File: src/hw/rtl/assert_macros.svh
// assertion helpers for the rtl
`ifndef ASSERT_MACROS_SVH
`define ASSERT_MACROS_SVH

// clocked property, off while reset is held
`define OAS_ASSERT(lbl, clk, rst_n, prop, msg) \
    lbl: assert property (@(posedge clk) disable iff (!rst_n) prop) else $error(msg);

// clocked property, checked during reset too
`define OAS_ASSERT_ALWAYS(lbl, clk, prop, msg) \
    lbl: assert property (@(posedge clk) prop) else $error(msg);

`endif

File: src/hw/rtl/oas_pkg.sv
package oas_pkg;

    localparam int SLOT_COUNT = 5;
    localparam int DIST_W     = 10;
    localparam int SPEED_W    = 8;
    localparam int TICK_W     = 16;
    localparam int NUM_W      = DIST_W + SPEED_W;
    localparam int DIV_STEPS  = NUM_W;
    localparam int DIV_CNT_W  = $clog2(DIV_STEPS);

    typedef logic [DIST_W-1:0]  t_dist;
    typedef logic [SPEED_W-1:0] t_speed;
    typedef logic [TICK_W-1:0]  t_ticks;

    typedef enum logic [2:0] {
        MODE_START    = 3'd0,
        MODE_FORWARD  = 3'd1,
        MODE_OBSTACLE = 3'd2,
        MODE_ROTATE   = 3'd3,
        MODE_BLOCKED  = 3'd4
    } t_mode;

    typedef enum logic [1:0] {
        CMD_STOP    = 2'd0,
        CMD_FORWARD = 2'd1,
        CMD_LEFT    = 2'd2,
        CMD_RIGHT   = 2'd3
    } t_cmd;

    typedef enum logic [2:0] {
        ANG_0   = 3'd0,
        ANG_30  = 3'd1,
        ANG_90  = 3'd2,
        ANG_150 = 3'd3,
        ANG_180 = 3'd4
    } t_angle;

    typedef enum logic [2:0] {
        CFG_MIN_DIST      = 3'd0,
        CFG_MAX_DIST      = 3'd1,
        CFG_UPDATE_IVAL   = 3'd2,
        CFG_ROT90_TIME    = 3'd3,
        CFG_ROT180_TIME   = 3'd4,
        CFG_ROT_SPEED     = 3'd5,
        CFG_MIN_LIN_SPEED = 3'd6
    } t_cfg_idx;

    localparam t_speed SPEED_TOP        = 8'd255;
    localparam t_dist  MIN_DIST_RST     = 10'd20;
    localparam t_dist  MAX_DIST_RST     = 10'd200;
    localparam t_ticks UPDATE_IVAL_RST  = 16'd100;
    localparam t_ticks ROT90_RST        = 16'd400;
    localparam t_ticks ROT180_RST       = 16'd800;
    localparam t_speed ROT_SPEED_RST    = 8'd150;
    localparam t_speed MIN_LIN_SPD_RST  = 8'd100;
    localparam t_ticks TICK_MAX         = 16'hFFFF;

    // controller to datapath
    typedef struct packed {
        logic load;
        logic calc;
        logic mul;
        logic div_step;
        logic div_end;
        logic out_load;
    } t_ctrl_cmd;

    // datapath to controller
    typedef struct packed {
        logic need_div;
    } t_dp_status;

    typedef struct packed {
        t_cmd   motor_command;
        t_speed motor_speed;
        t_angle scanner_angle;
        t_mode  mode_now;
        logic   step_taken;
    } t_result;

    // next scanner position: 90/150/90/30 and 90/180/90/0 sweeps
    function automatic t_angle scan_next(input t_angle here, input t_angle prior);
        t_angle nxt;
        nxt = here;
        if (here != ANG_90) begin
            nxt = ANG_90;
        end else if (prior == ANG_150) begin
            nxt = ANG_30;
        end else if (prior == ANG_30) begin
            nxt = ANG_150;
        end else if (prior == ANG_180) begin
            nxt = ANG_0;
        end else if (prior == ANG_0) begin
            nxt = ANG_180;
        end
        return nxt;
    endfunction

endpackage

File: src/hw/rtl/oas_if.sv
interface oas_in_if;
    logic                valid;
    logic                ready;
    oas_pkg::t_dist      range_reading;

    modport source (output valid, output range_reading, input ready);
    modport sink   (input valid, input range_reading, output ready);
endinterface

interface oas_out_if;
    logic                valid;
    logic                ready;
    logic [1:0]          motor_command;
    oas_pkg::t_speed     motor_speed;
    logic [2:0]          scanner_angle;
    logic [2:0]          mode_now;
    logic                step_taken;

    modport source (output valid, output motor_command, output motor_speed,
                    output scanner_angle, output mode_now, output step_taken,
                    input ready);
    modport sink   (input valid, input motor_command, input motor_speed,
                    input scanner_angle, input mode_now, input step_taken,
                    output ready);
endinterface

interface oas_cfg_if;
    logic                valid;
    logic                ready;
    logic [2:0]          cfg_index;
    oas_pkg::t_ticks     cfg_data;

    modport source (output valid, output cfg_index, output cfg_data, input ready);
    modport sink   (input valid, input cfg_index, input cfg_data, output ready);
endinterface

File: src/hw/rtl/obstacle_avoidance_sequencer_top.sv
// channel   dir  handshake      payload
// i_in      in   valid/ready    range_reading[9:0]
// o_out     out  valid/ready    motor_command, motor_speed, scanner_angle, mode_now, step_taken
// i_cfg     in   valid/ready    cfg_index[2:0], cfg_data[15:0]
//
// an item passes calc then done from accept to result when no speed division is
// needed, and calc, mul, div, fin, done when forward speed uses the 18-step serial divider
// one item is in flight at a time; the next is taken once the result is
// registered, even while that result waits for o_out.ready
// reset is synchronous, active low; configuration writes are ready whenever
// reset is released
module obstacle_avoidance_sequencer_top (
    input  logic      i_clk,
    input  logic      i_rst_n,
    oas_in_if.sink    i_in,
    oas_out_if.source o_out,
    oas_cfg_if.sink   i_cfg
);
    import oas_pkg::*;

    t_ctrl_cmd  cmd;
    t_dp_status sts;
    t_result    result;

    assign i_cfg.ready = i_rst_n;

    // controller
    oas_ctrl u_ctrl (
        .i_clk       (i_clk),
        .i_rst_n     (i_rst_n),
        .i_in_valid  (i_in.valid),
        .o_in_ready  (i_in.ready),
        .o_out_valid (o_out.valid),
        .i_out_ready (o_out.ready),
        .i_sts       (sts),
        .o_cmd       (cmd)
    );

    // datapath
    oas_dp u_dp (
        .i_clk       (i_clk),
        .i_rst_n     (i_rst_n),
        .i_cmd       (cmd),
        .o_sts       (sts),
        .i_reading   (i_in.range_reading),
        .i_cfg_wr    (i_cfg.valid),
        .i_cfg_index (i_cfg.cfg_index),
        .i_cfg_data  (i_cfg.cfg_data),
        .o_result    (result)
    );

    // result fields onto the output channel
    assign o_out.motor_command = result.motor_command;
    assign o_out.motor_speed   = result.motor_speed;
    assign o_out.scanner_angle = result.scanner_angle;
    assign o_out.mode_now      = result.mode_now;
    assign o_out.step_taken    = result.step_taken;

endmodule

File: src/hw/rtl/oas_ctrl.sv
`include "assert_macros.svh"

module oas_ctrl (
    input  logic                i_clk,
    input  logic                i_rst_n,
    input  logic                i_in_valid,
    output logic                o_in_ready,
    output logic                o_out_valid,
    input  logic                i_out_ready,
    input  oas_pkg::t_dp_status i_sts,
    output oas_pkg::t_ctrl_cmd  o_cmd
);
    import oas_pkg::*;

    typedef enum logic [2:0] {
        S_IDLE,
        S_CALC,
        S_MUL,
        S_DIV,
        S_FIN,
        S_DONE
    } t_state;

    t_state               r_state;
    logic [DIV_CNT_W-1:0] r_cnt;
    logic                 r_out_valid;
    logic                 in_acc;
    logic                 out_free;

    assign o_in_ready  = (r_state == S_IDLE) && i_rst_n;
    assign o_out_valid = r_out_valid;
    assign in_acc      = i_in_valid && o_in_ready;
    assign out_free    = !r_out_valid || i_out_ready;

    // commands per state
    always_comb begin
        o_cmd          = '0;
        o_cmd.load     = in_acc;
        o_cmd.calc     = (r_state == S_CALC);
        o_cmd.mul      = (r_state == S_MUL);
        o_cmd.div_step = (r_state == S_DIV);
        o_cmd.div_end  = (r_state == S_FIN);
        o_cmd.out_load = (r_state == S_DONE) && out_free;
    end

    // sequencer and output valid
    always_ff @(posedge i_clk) begin
        if (!i_rst_n) begin
            r_state     <= S_IDLE;
            r_cnt       <= '0;
            r_out_valid <= 1'b0;
        end else begin
            // set when a result is loaded, cleared when it is taken
            if (o_cmd.out_load) begin
                r_out_valid <= 1'b1;
            end else if (r_out_valid && i_out_ready) begin
                r_out_valid <= 1'b0;
            end
            unique case (r_state)
                S_IDLE: begin
                    if (in_acc) begin
                        r_state <= S_CALC;
                    end
                end
                S_CALC: begin
                    r_state <= i_sts.need_div ? S_MUL : S_DONE;
                end
                S_MUL: begin
                    r_cnt   <= '0;
                    r_state <= S_DIV;
                end
                S_DIV: begin
                    r_cnt <= r_cnt + 1'b1;
                    if (r_cnt == DIV_CNT_W'(DIV_STEPS - 1)) begin
                        r_state <= S_FIN;
                    end
                end
                S_FIN: begin
                    r_state <= S_DONE;
                end
                S_DONE: begin
                    if (out_free) begin
                        r_state <= S_IDLE;
                    end
                end
                default: begin
                    r_state <= S_IDLE;
                end
            endcase
        end
    end

    `OAS_ASSERT(a_acc_to_calc, i_clk, i_rst_n, in_acc |=> (r_state == S_CALC), "accepted item did not start a calc")
    `OAS_ASSERT(a_div_len, i_clk, i_rst_n, (r_state == S_DIV) && (r_cnt == DIV_CNT_W'(DIV_STEPS - 1)) |=> (r_state == S_FIN), "divider did not end after its last step")
    `OAS_ASSERT(a_valid_src, i_clk, i_rst_n, $rose(r_out_valid) |-> $past(r_state == S_DONE), "result shown without finishing an item")

endmodule

File: src/hw/rtl/oas_dp.sv
module oas_dp (
    input  logic                i_clk,
    input  logic                i_rst_n,
    input  oas_pkg::t_ctrl_cmd  i_cmd,
    output oas_pkg::t_dp_status o_sts,
    input  oas_pkg::t_dist      i_reading,
    input  logic                i_cfg_wr,
    input  logic [2:0]          i_cfg_index,
    input  oas_pkg::t_ticks     i_cfg_data,
    output oas_pkg::t_result    o_result
);
    import oas_pkg::*;

    // configuration registers
    t_dist  r_min_dist;
    t_dist  r_max_dist;
    t_ticks r_upd_ival;
    t_ticks r_rot90;
    t_ticks r_rot180;
    t_speed r_rot_speed;
    t_speed r_min_lin;

    // block state
    t_mode  r_mode;
    t_dist  r_slots [SLOT_COUNT];
    t_angle r_angle;
    t_angle r_prior;
    t_ticks r_ival;
    t_ticks r_elapsed;
    t_cmd   r_motor;
    t_speed r_speed;
    logic   r_stepped;

    // item and divider registers
    t_dist            r_reading;
    t_dist            r_diff;
    t_speed           r_scale;
    t_dist            r_den;
    logic [NUM_W-1:0] r_num;
    logic [DIST_W:0]  r_rem;
    t_result          r_result;

    // step logic
    t_ticks elapsed_inc;
    logic   stepped;
    t_dist  clip;
    t_dist  slots_w [SLOT_COUNT];
    t_dist  slots_n [SLOT_COUNT];
    t_mode  n_mode;
    t_angle n_angle;
    t_angle n_prior;
    t_ticks n_ival;
    t_cmd   n_motor;
    t_speed n_speed;
    logic   need_div;
    logic   fwd_speed;
    logic   spd_sat;
    t_dist  d_clamp;
    t_dist  front;

    // divider step
    logic [DIST_W:0] trial;
    logic            fits;

    assign elapsed_inc = (r_elapsed != TICK_MAX) ? r_elapsed + 1'b1 : r_elapsed;
    assign stepped     = (elapsed_inc >= r_ival);
    assign clip        = (r_reading > r_max_dist) ? r_max_dist : r_reading;

    always_comb begin
        for (int i = 0; i < SLOT_COUNT; i++) begin
            slots_w[i] = (r_angle == 3'(i)) ? clip : r_slots[i];
        end
    end

    assign front   = slots_w[2];
    assign spd_sat = (r_max_dist <= r_min_dist) || (front >= r_max_dist);
    assign d_clamp = (front < r_min_dist) ? r_min_dist : front;

    // mode machine for one scan step
    always_comb begin
        slots_n   = slots_w;
        n_mode    = r_mode;
        n_angle   = r_angle;
        n_prior   = r_prior;
        n_ival    = r_ival;
        n_motor   = r_motor;
        n_speed   = r_speed;
        fwd_speed = 1'b0;
        unique case (r_mode)
            MODE_START: begin
                n_prior = r_angle;
                n_ival  = r_upd_ival;
                if (front >= r_min_dist) begin
                    n_angle   = scan_next(r_angle, ANG_30);
                    n_motor   = CMD_FORWARD;
                    fwd_speed = 1'b1;
                    n_mode    = MODE_FORWARD;
                end else begin
                    n_angle = scan_next(r_angle, ANG_0);
                    n_motor = CMD_STOP;
                    n_speed = '0;
                    n_mode  = MODE_OBSTACLE;
                end
            end
            MODE_FORWARD: begin
                if (front < r_min_dist) begin
                    n_angle = scan_next(r_angle, ANG_0);
                    n_prior = r_angle;
                    n_motor = CMD_STOP;
                    n_speed = '0;
                    n_mode  = MODE_OBSTACLE;
                    n_ival  = r_upd_ival;
                end else if (slots_w[1] < r_min_dist) begin
                    if (r_motor != CMD_LEFT) begin
                        n_motor = CMD_LEFT;
                        n_speed = r_rot_speed;
                    end
                    n_ival = '0;
                end else if (slots_w[3] < r_min_dist) begin
                    if (r_motor != CMD_RIGHT) begin
                        n_motor = CMD_RIGHT;
                        n_speed = r_rot_speed;
                    end
                    n_ival = '0;
                end else begin
                    n_angle   = scan_next(r_angle, r_prior);
                    n_prior   = r_angle;
                    n_motor   = CMD_FORWARD;
                    fwd_speed = 1'b1;
                    n_ival    = r_upd_ival;
                end
            end
            MODE_OBSTACLE: begin
                n_angle = scan_next(r_angle, r_prior);
                n_prior = r_angle;
                if (r_angle == ANG_0) begin
                    if (slots_w[0] < r_min_dist && slots_w[2] < r_min_dist &&
                        slots_w[4] < r_min_dist) begin
                        n_mode = MODE_BLOCKED;
                    end else begin
                        n_mode = MODE_ROTATE;
                    end
                end
            end
            MODE_ROTATE, MODE_BLOCKED: begin
                n_motor    = (slots_w[0] < slots_w[4]) ? CMD_LEFT : CMD_RIGHT;
                n_speed    = r_rot_speed;
                n_ival     = (r_mode == MODE_ROTATE) ? r_rot90 : r_rot180;
                n_mode     = MODE_START;
                slots_n[1] = r_max_dist;
                slots_n[3] = r_max_dist;
            end
            default: begin
                n_mode = r_mode;
            end
        endcase
        // linear speed: saturated directly, otherwise through the divider
        need_div = 1'b0;
        if (fwd_speed) begin
            if (spd_sat) begin
                n_speed = SPEED_TOP;
            end else begin
                need_div = 1'b1;
            end
        end
    end

    assign o_sts.need_div = stepped && need_div;

    assign trial = {r_rem[DIST_W-1:0], r_num[NUM_W-1]};
    assign fits  = (trial >= {1'b0, r_den});

    // configuration writes
    always_ff @(posedge i_clk) begin
        if (!i_rst_n) begin
            r_min_dist  <= MIN_DIST_RST;
            r_max_dist  <= MAX_DIST_RST;
            r_upd_ival  <= UPDATE_IVAL_RST;
            r_rot90     <= ROT90_RST;
            r_rot180    <= ROT180_RST;
            r_rot_speed <= ROT_SPEED_RST;
            r_min_lin   <= MIN_LIN_SPD_RST;
        end else if (i_cfg_wr) begin
            unique case (i_cfg_index)
                CFG_MIN_DIST:      r_min_dist  <= i_cfg_data[DIST_W-1:0];
                CFG_MAX_DIST:      r_max_dist  <= i_cfg_data[DIST_W-1:0];
                CFG_UPDATE_IVAL:   r_upd_ival  <= i_cfg_data;
                CFG_ROT90_TIME:    r_rot90     <= i_cfg_data;
                CFG_ROT180_TIME:   r_rot180    <= i_cfg_data;
                CFG_ROT_SPEED:     r_rot_speed <= i_cfg_data[SPEED_W-1:0];
                CFG_MIN_LIN_SPEED: r_min_lin   <= i_cfg_data[SPEED_W-1:0];
                default: begin
                end
            endcase
        end
    end

    // block state update
    always_ff @(posedge i_clk) begin
        if (!i_rst_n) begin
            r_mode    <= MODE_START;
            r_angle   <= ANG_90;
            r_prior   <= ANG_90;
            r_ival    <= UPDATE_IVAL_RST;
            r_elapsed <= '0;
            r_motor   <= CMD_STOP;
            r_speed   <= '0;
            r_stepped <= 1'b0;
            for (int i = 0; i < SLOT_COUNT; i++) begin
                r_slots[i] <= MAX_DIST_RST;
            end
        end else if (i_cmd.calc) begin
            r_stepped <= stepped;
            if (stepped) begin
                r_elapsed <= '0;
                r_mode    <= n_mode;
                r_angle   <= n_angle;
                r_prior   <= n_prior;
                r_ival    <= n_ival;
                r_motor   <= n_motor;
                r_speed   <= n_speed;
                for (int i = 0; i < SLOT_COUNT; i++) begin
                    r_slots[i] <= slots_n[i];
                end
            end else begin
                r_elapsed <= elapsed_inc;
            end
        end else if (i_cmd.div_end) begin
            r_speed <= r_min_lin + r_num[SPEED_W-1:0];
        end
    end

    // item latch, divider operands and restoring divider
    always_ff @(posedge i_clk) begin
        if (i_cmd.load) begin
            r_reading <= i_reading;
        end
        if (i_cmd.calc) begin
            r_diff  <= d_clamp - r_min_dist;
            r_scale <= SPEED_TOP - r_min_lin;
            r_den   <= r_max_dist - r_min_dist;
        end
        if (i_cmd.mul) begin
            r_num <= {{SPEED_W{1'b0}}, r_diff} * {{DIST_W{1'b0}}, r_scale};
            r_rem <= '0;
        end else if (i_cmd.div_step) begin
            r_rem <= fits ? (trial - {1'b0, r_den}) : trial;
            r_num <= {r_num[NUM_W-2:0], fits};
        end
    end

    // output register
    always_ff @(posedge i_clk) begin
        if (i_cmd.out_load) begin
            r_result.motor_command <= r_motor;
            r_result.motor_speed   <= r_speed;
            r_result.scanner_angle <= r_angle;
            r_result.mode_now      <= r_mode;
            r_result.step_taken    <= r_stepped;
        end
    end

    assign o_result = r_result;

endmodule
File: src/flat_wrapper.sv
// flat-port wrapper written by rule: the top's interface ports become plain ports
module obstacle_avoidance_sequencer_top_flat import oas_pkg::*;
  (i_clk, i_rst_n, i_in_valid, i_in_range_reading, i_in_ready, o_out_valid, o_out_motor_command, o_out_motor_speed, o_out_scanner_angle, o_out_mode_now, o_out_step_taken, o_out_ready, i_cfg_valid, i_cfg_cfg_index, i_cfg_cfg_data, i_cfg_ready);
  oas_in_if i_in_i ();
  oas_out_if o_out_i ();
  oas_cfg_if i_cfg_i ();
  input  logic i_clk;
  input  logic i_rst_n;
  input wire logic [$bits(i_in_i.valid)-1:0] i_in_valid;
  input wire logic [$bits(i_in_i.range_reading)-1:0] i_in_range_reading;
  output wire logic [$bits(i_in_i.ready)-1:0] i_in_ready;
  output wire logic [$bits(o_out_i.valid)-1:0] o_out_valid;
  output wire logic [$bits(o_out_i.motor_command)-1:0] o_out_motor_command;
  output wire logic [$bits(o_out_i.motor_speed)-1:0] o_out_motor_speed;
  output wire logic [$bits(o_out_i.scanner_angle)-1:0] o_out_scanner_angle;
  output wire logic [$bits(o_out_i.mode_now)-1:0] o_out_mode_now;
  output wire logic [$bits(o_out_i.step_taken)-1:0] o_out_step_taken;
  input wire logic [$bits(o_out_i.ready)-1:0] o_out_ready;
  input wire logic [$bits(i_cfg_i.valid)-1:0] i_cfg_valid;
  input wire logic [$bits(i_cfg_i.cfg_index)-1:0] i_cfg_cfg_index;
  input wire logic [$bits(i_cfg_i.cfg_data)-1:0] i_cfg_cfg_data;
  output wire logic [$bits(i_cfg_i.ready)-1:0] i_cfg_ready;
  assign i_in_i.valid = i_in_valid;
  assign i_in_i.range_reading = i_in_range_reading;
  assign i_in_ready = i_in_i.ready;
  assign o_out_valid = o_out_i.valid;
  assign o_out_motor_command = o_out_i.motor_command;
  assign o_out_motor_speed = o_out_i.motor_speed;
  assign o_out_scanner_angle = o_out_i.scanner_angle;
  assign o_out_mode_now = o_out_i.mode_now;
  assign o_out_step_taken = o_out_i.step_taken;
  assign o_out_i.ready = o_out_ready;
  assign i_cfg_i.valid = i_cfg_valid;
  assign i_cfg_i.cfg_index = i_cfg_cfg_index;
  assign i_cfg_i.cfg_data = i_cfg_cfg_data;
  assign i_cfg_ready = i_cfg_i.ready;
  obstacle_avoidance_sequencer_top u_core (.i_clk(i_clk), .i_rst_n(i_rst_n), .i_in(i_in_i), .o_out(o_out_i), .i_cfg(i_cfg_i));
endmodule
File: config.mk
export PLATFORM = sky130hd
export DESIGN_NAME = obstacle_avoidance_sequencer_top_flat
export DESIGN_NICKNAME = d
export VERILOG_FILES = /design/src/hw/rtl/oas_pkg.sv /design/src/hw/rtl/oas_if.sv /design/src/hw/rtl/obstacle_avoidance_sequencer_top.sv /design/src/hw/rtl/oas_ctrl.sv /design/src/hw/rtl/oas_dp.sv /design/src/flat_wrapper.sv
export VERILOG_INCLUDE_DIRS = /design/src /design/src/hw/rtl
export SDC_FILE = /design/constraint.sdc
export NUM_CORES = 1
export LEC_CHECK = 0
export BUFFER_PORTS_ARGS = -buffer_cell sky130_fd_sc_hd__buf_2
export CORE_MARGIN = 10
export CORE_UTILIZATION = 45
export DETAILED_ROUTE_END_ITERATION = 8
export GPL_TIMING_DRIVEN = 0
export HOLD_SLACK_MARGIN = 0.02
export SETUP_SLACK_MARGIN = 0.3
export SLEW_MARGIN = 0
export SYNTH_ARGS = -nofsm -noshare
export SYNTH_HDL_FRONTEND = slang
export SYNTH_HIERARCHICAL = 1
export SYNTH_SLANG_ARGS = --single-unit
File: constraint.sdc
create_clock -name i_clk -period 8.08 [get_ports i_clk]
set_input_delay 1.616 -clock i_clk [delete_from_list [all_inputs] [get_ports i_clk]]
set_output_delay 1.616 -clock i_clk [all_outputs]
set_load 0.01 [all_outputs]
==> flow_summary.json <==
{
  "std_cell_rows": 73,
  "ys_warn_count": 6,
  "antenna_found_initial": 1,
  "async_reset_ff_share_pct": 0,
  "synthMostInstantiatedCell": "nand2_1",
  "clkTransAtPathRegs_ps": 50,
  "dieArea_um2": 49300,
  "synth_edf_count": 123,
  "crit_start": "u_core/u_dp/r_max_dist[5]",
  "status": "completed",
  "cts_sinks": 278,
  "p_per_area_nw_per_um2": 240,
  "maxSlewHeadroom_pct": 13.2,
  "power_frac_comb_pct": 36.1,
  "setup_violations": 0,
  "drt-initial-drc-count": 1140,
  "whs_ps": 436,
  "holdCritPathClass": "flip-flop to flip-flop",
  "crit_buf_inv": 3,
  "tightest_slew_ps": 1300,
  "drive_above_1_share_pct": 7.95,
  "syn_nets": 2333,
  "r2r-end": "u_core/u_dp/r_diff[9]",
  "hp-start": "u_core/u_dp/r_stepped",
  "tns_ps": 0,
  "io_buffers": 53,
  "fmaxAchievable_ghz": 0.137,
  "timing.final.crit_period_ps": 7300,
  "rsz0062_at_grt": "false",
  "skew_ps": 31.9,
  "synth_top_area_share_pct": 20.1,
  "endpoint_kind": "flip-flop",
  "max_stage_delay_ps": 620,
  "max-vdd-ir-drop_uv": 183,
  "dpl_worst_slack_ps": 621,
  "r2r_cells": 26,
  "gr-total-overflow": 0,
  "drv_slew": 0,
  "cts_hold_buf": 0,
  "critPathTopFamily": "compound AO/OA/AOI/OAI gates",
  "dr.pass1.iters": 6,
  "nNetsFinal": 2428,
  "worst-path-max-fanout": 10,
  "synth_area_leaders": "edfxtp_1 20%, dfxtp_1 17%, ha_1 11%, nand2_1 7.4%, fa_1 5.7%",
  "r2r_start": "u_core/u_dp/r_max_dist[5]",
  "ios": 54,
  "antenna_left": 0,
  "synth_common_cells": "360 x nand2_1, 203 x a21oi_1, 168 x ha_1",
  "clkLatencyLatePin_ps": 570,
  "die_h_um": 222,
  "worstHoldPathCells": 0,
  "post-route-period-util_pct": 90.3,
  "grt_pass1_vias": 14888,
  "p_seq_share_pct": 31.6,
  "grt_pass1_wl_mm": 81.2,
  "netSwitchingFraction_pct": 34.2,
  "drc_errors": 0,
  "area_growth_pct": 11.9,
  "p_switching_mw": 1.69,
  "grt.total_usage_pct": 20.2,
  "p_leak_nw": 8.44,
  "netlist_instances": 2079,
  "reg2reg_slack_ps": 780,
  "pwr-share-clk_pct": 32.3,
  "place_congestion": 0.905,
  "via_count": 15467,
  "core_area_um2": 40000,
  "fp.dieW_um": 222,
  "htreeDepth": 2,
  "cts_made_buffers": 36,
  "critical_path_class": "flip-flop to flip-flop",
  "synth_area_leader_cell": "edfxtp_1",
  "syn_area_per_cell_um2": 8.83,
  "intPower_mw": 3.25,
  "clockBufferDepth": 3,
  "grt_max_degree": 29,
  "crit_slowest_cell": "a2111oi_4",
  "wl_per_cell_um": 18.8,
  "ys_seq_area_share_pct": 37.0,
  "worstSetupStartpointType": "flip-flop",
  "drv_cap": 0,
  "synthDistinctLibCells": 82,
  "ys.flop_type": "dfxtp_1",
  "root_buffer": "clkbuf_16",
  "wl_mm": 51.2,
  "post_dp_cell_area_um2": 19400,
  "routed_via_density": 5.67,
  "post_cts_resized": 0,
  "num-fill-cells": 3818,
  "diodes": 0,
  "cts_tree": "done",
  "ys_seq_elements": 278,
  "post_cts_buffers": 0,
  "crit_arrival_ps": 7590,
  "final_area_um2": 20600,
  "floorplan.initialDensity_pct": 45.9,
  "fin_ws_ps": 781,
  "dp_hpwl_mm": 38.4,
  "synth_area_um2": 18400,
  "finalHoldViolations": 0,
  "worstHoldEndpoint": "u_core/u_dp/o_result[0]",
  "crit_required_ps": 8370
}
-- how the worst max path moves through the flow --
stage	cells after the start	endpoint	slack [ps]
CTS	26	u_core/u_dp/r_diff[9]	570
detailed placement	26	u_core/u_dp/r_diff[9]	620
global placement	26	u_core/u_dp/r_diff[9]	720
finish	26	u_core/u_dp/r_diff[9]	780
global route	26	u_core/u_dp/r_diff[9]	330
floorplan	26	u_core/u_dp/r_diff[9]	2380
-- final cells by class --
cell class / instances / area, um^2 / share of cell area [%]
timing repair buffer: 57 / 335 / 1.63
clock inverter: 20 / 156 / 0.761
inverter: 157 / 589 / 2.87
clock buffer: 46 / 1020 / 4.97
tap: 525 / 657 / 3.20
buffer: 90 / 364 / 1.77
multi-input combinational: 1554 / 10600 / 51.7
sequential: 278 / 6800 / 33.1
-- cells by family (layout without fill, tap and decap cells) --
kind of cell	count (synthesis)	after routing	share of synthesized area [%]
multiplexers	51	51	3.00
adder cells (fa/ha/maj)	220	220	17.1
buffers and inverters	247	370	5.19
flip-flops	278	278	37.0
AND/OR/NAND/NOR	716	716	17.7
AO/OA/AOI/OAI	517	517	17.6
XOR/XNOR	50	50	2.38
-- power groups by stage --
stage          Clock (mW)  Sequential (mW)  Combinational (mW)
6_report             1.60             1.56                1.78
4_1_cts              1.64             1.56                1.80
3_5_place_dp            0             1.59                1.79
3_3_place_gp            0             1.59                1.74
5_1_grt              1.70             1.56                2.07
2_1_floorplan           0             1.57                1.43
-- state kept, by name, indices dropped and copies added, names as in the netlist, 10 cells and up --
| name | cells |
|---|---|
| u_core/u_dp/r_slots | 50 |
| u_core/u_dp/r_num | 18 |
| u_core/u_dp/o_result | 17 |
| u_core/u_dp/r_elapsed | 16 |
| u_core/u_dp/r_ival | 16 |
| u_core/u_dp/r_rot180 | 16 |
| u_core/u_dp/r_rot90 | 16 |
| u_core/u_dp/r_upd_ival | 16 |
| u_core/u_dp/r_den | 10 |
| u_core/u_dp/r_diff | 10 |
| u_core/u_dp/r_max_dist | 10 |
| u_core/u_dp/r_min_dist | 10 |
| u_core/u_dp/r_reading | 10 |
| u_core/u_dp/r_rem | 10 |
-- layout by cell type (no fill, tap or decap), types with 23 or more instances in the layout --
cell	Yosys	final
a21o_1	41	41
a21oi_1	203	202
a221oi_1	23	23
and2_1	54	54
buf_2	6	59
clkbuf_1	76	81
clkbuf_16	0	39
dfxtp_1	155	155
edfxtp_1	123	123
fa_1	52	52
ha_1	168	168
inv_1	156	156
mux2i_1	26	25
nand2_1	360	359
nand2b_1	28	28
nand3_1	45	45
nand4_1	25	25
nor2_1	120	119
o21ai_0	105	105
xnor2_1	34	34
-- layer usage --
layer,up-vias,wire length [um],track usage (%)
li1,7478,-,-
met1,7463,22800,26.3
met2,436,23800,33.1
met3,90,3130,3.59
met4,0,1510,6.39
met5,-,0,0
-- stage by stage --
step | power, mW | utilization [%] | cells
after floorplan | 3.00 | - | 2079
after global placement | 3.33 | 48.2 | 2657
after detailed placement | 3.38 | 48.4 | 2661
after CTS | 5.00 | 51.4 | 2727
after global routing | 5.33 | 51.4 | 2727
final | 4.94 | 51.4 | 2727
Note: power is estimated with default switching activity, not from simulation.
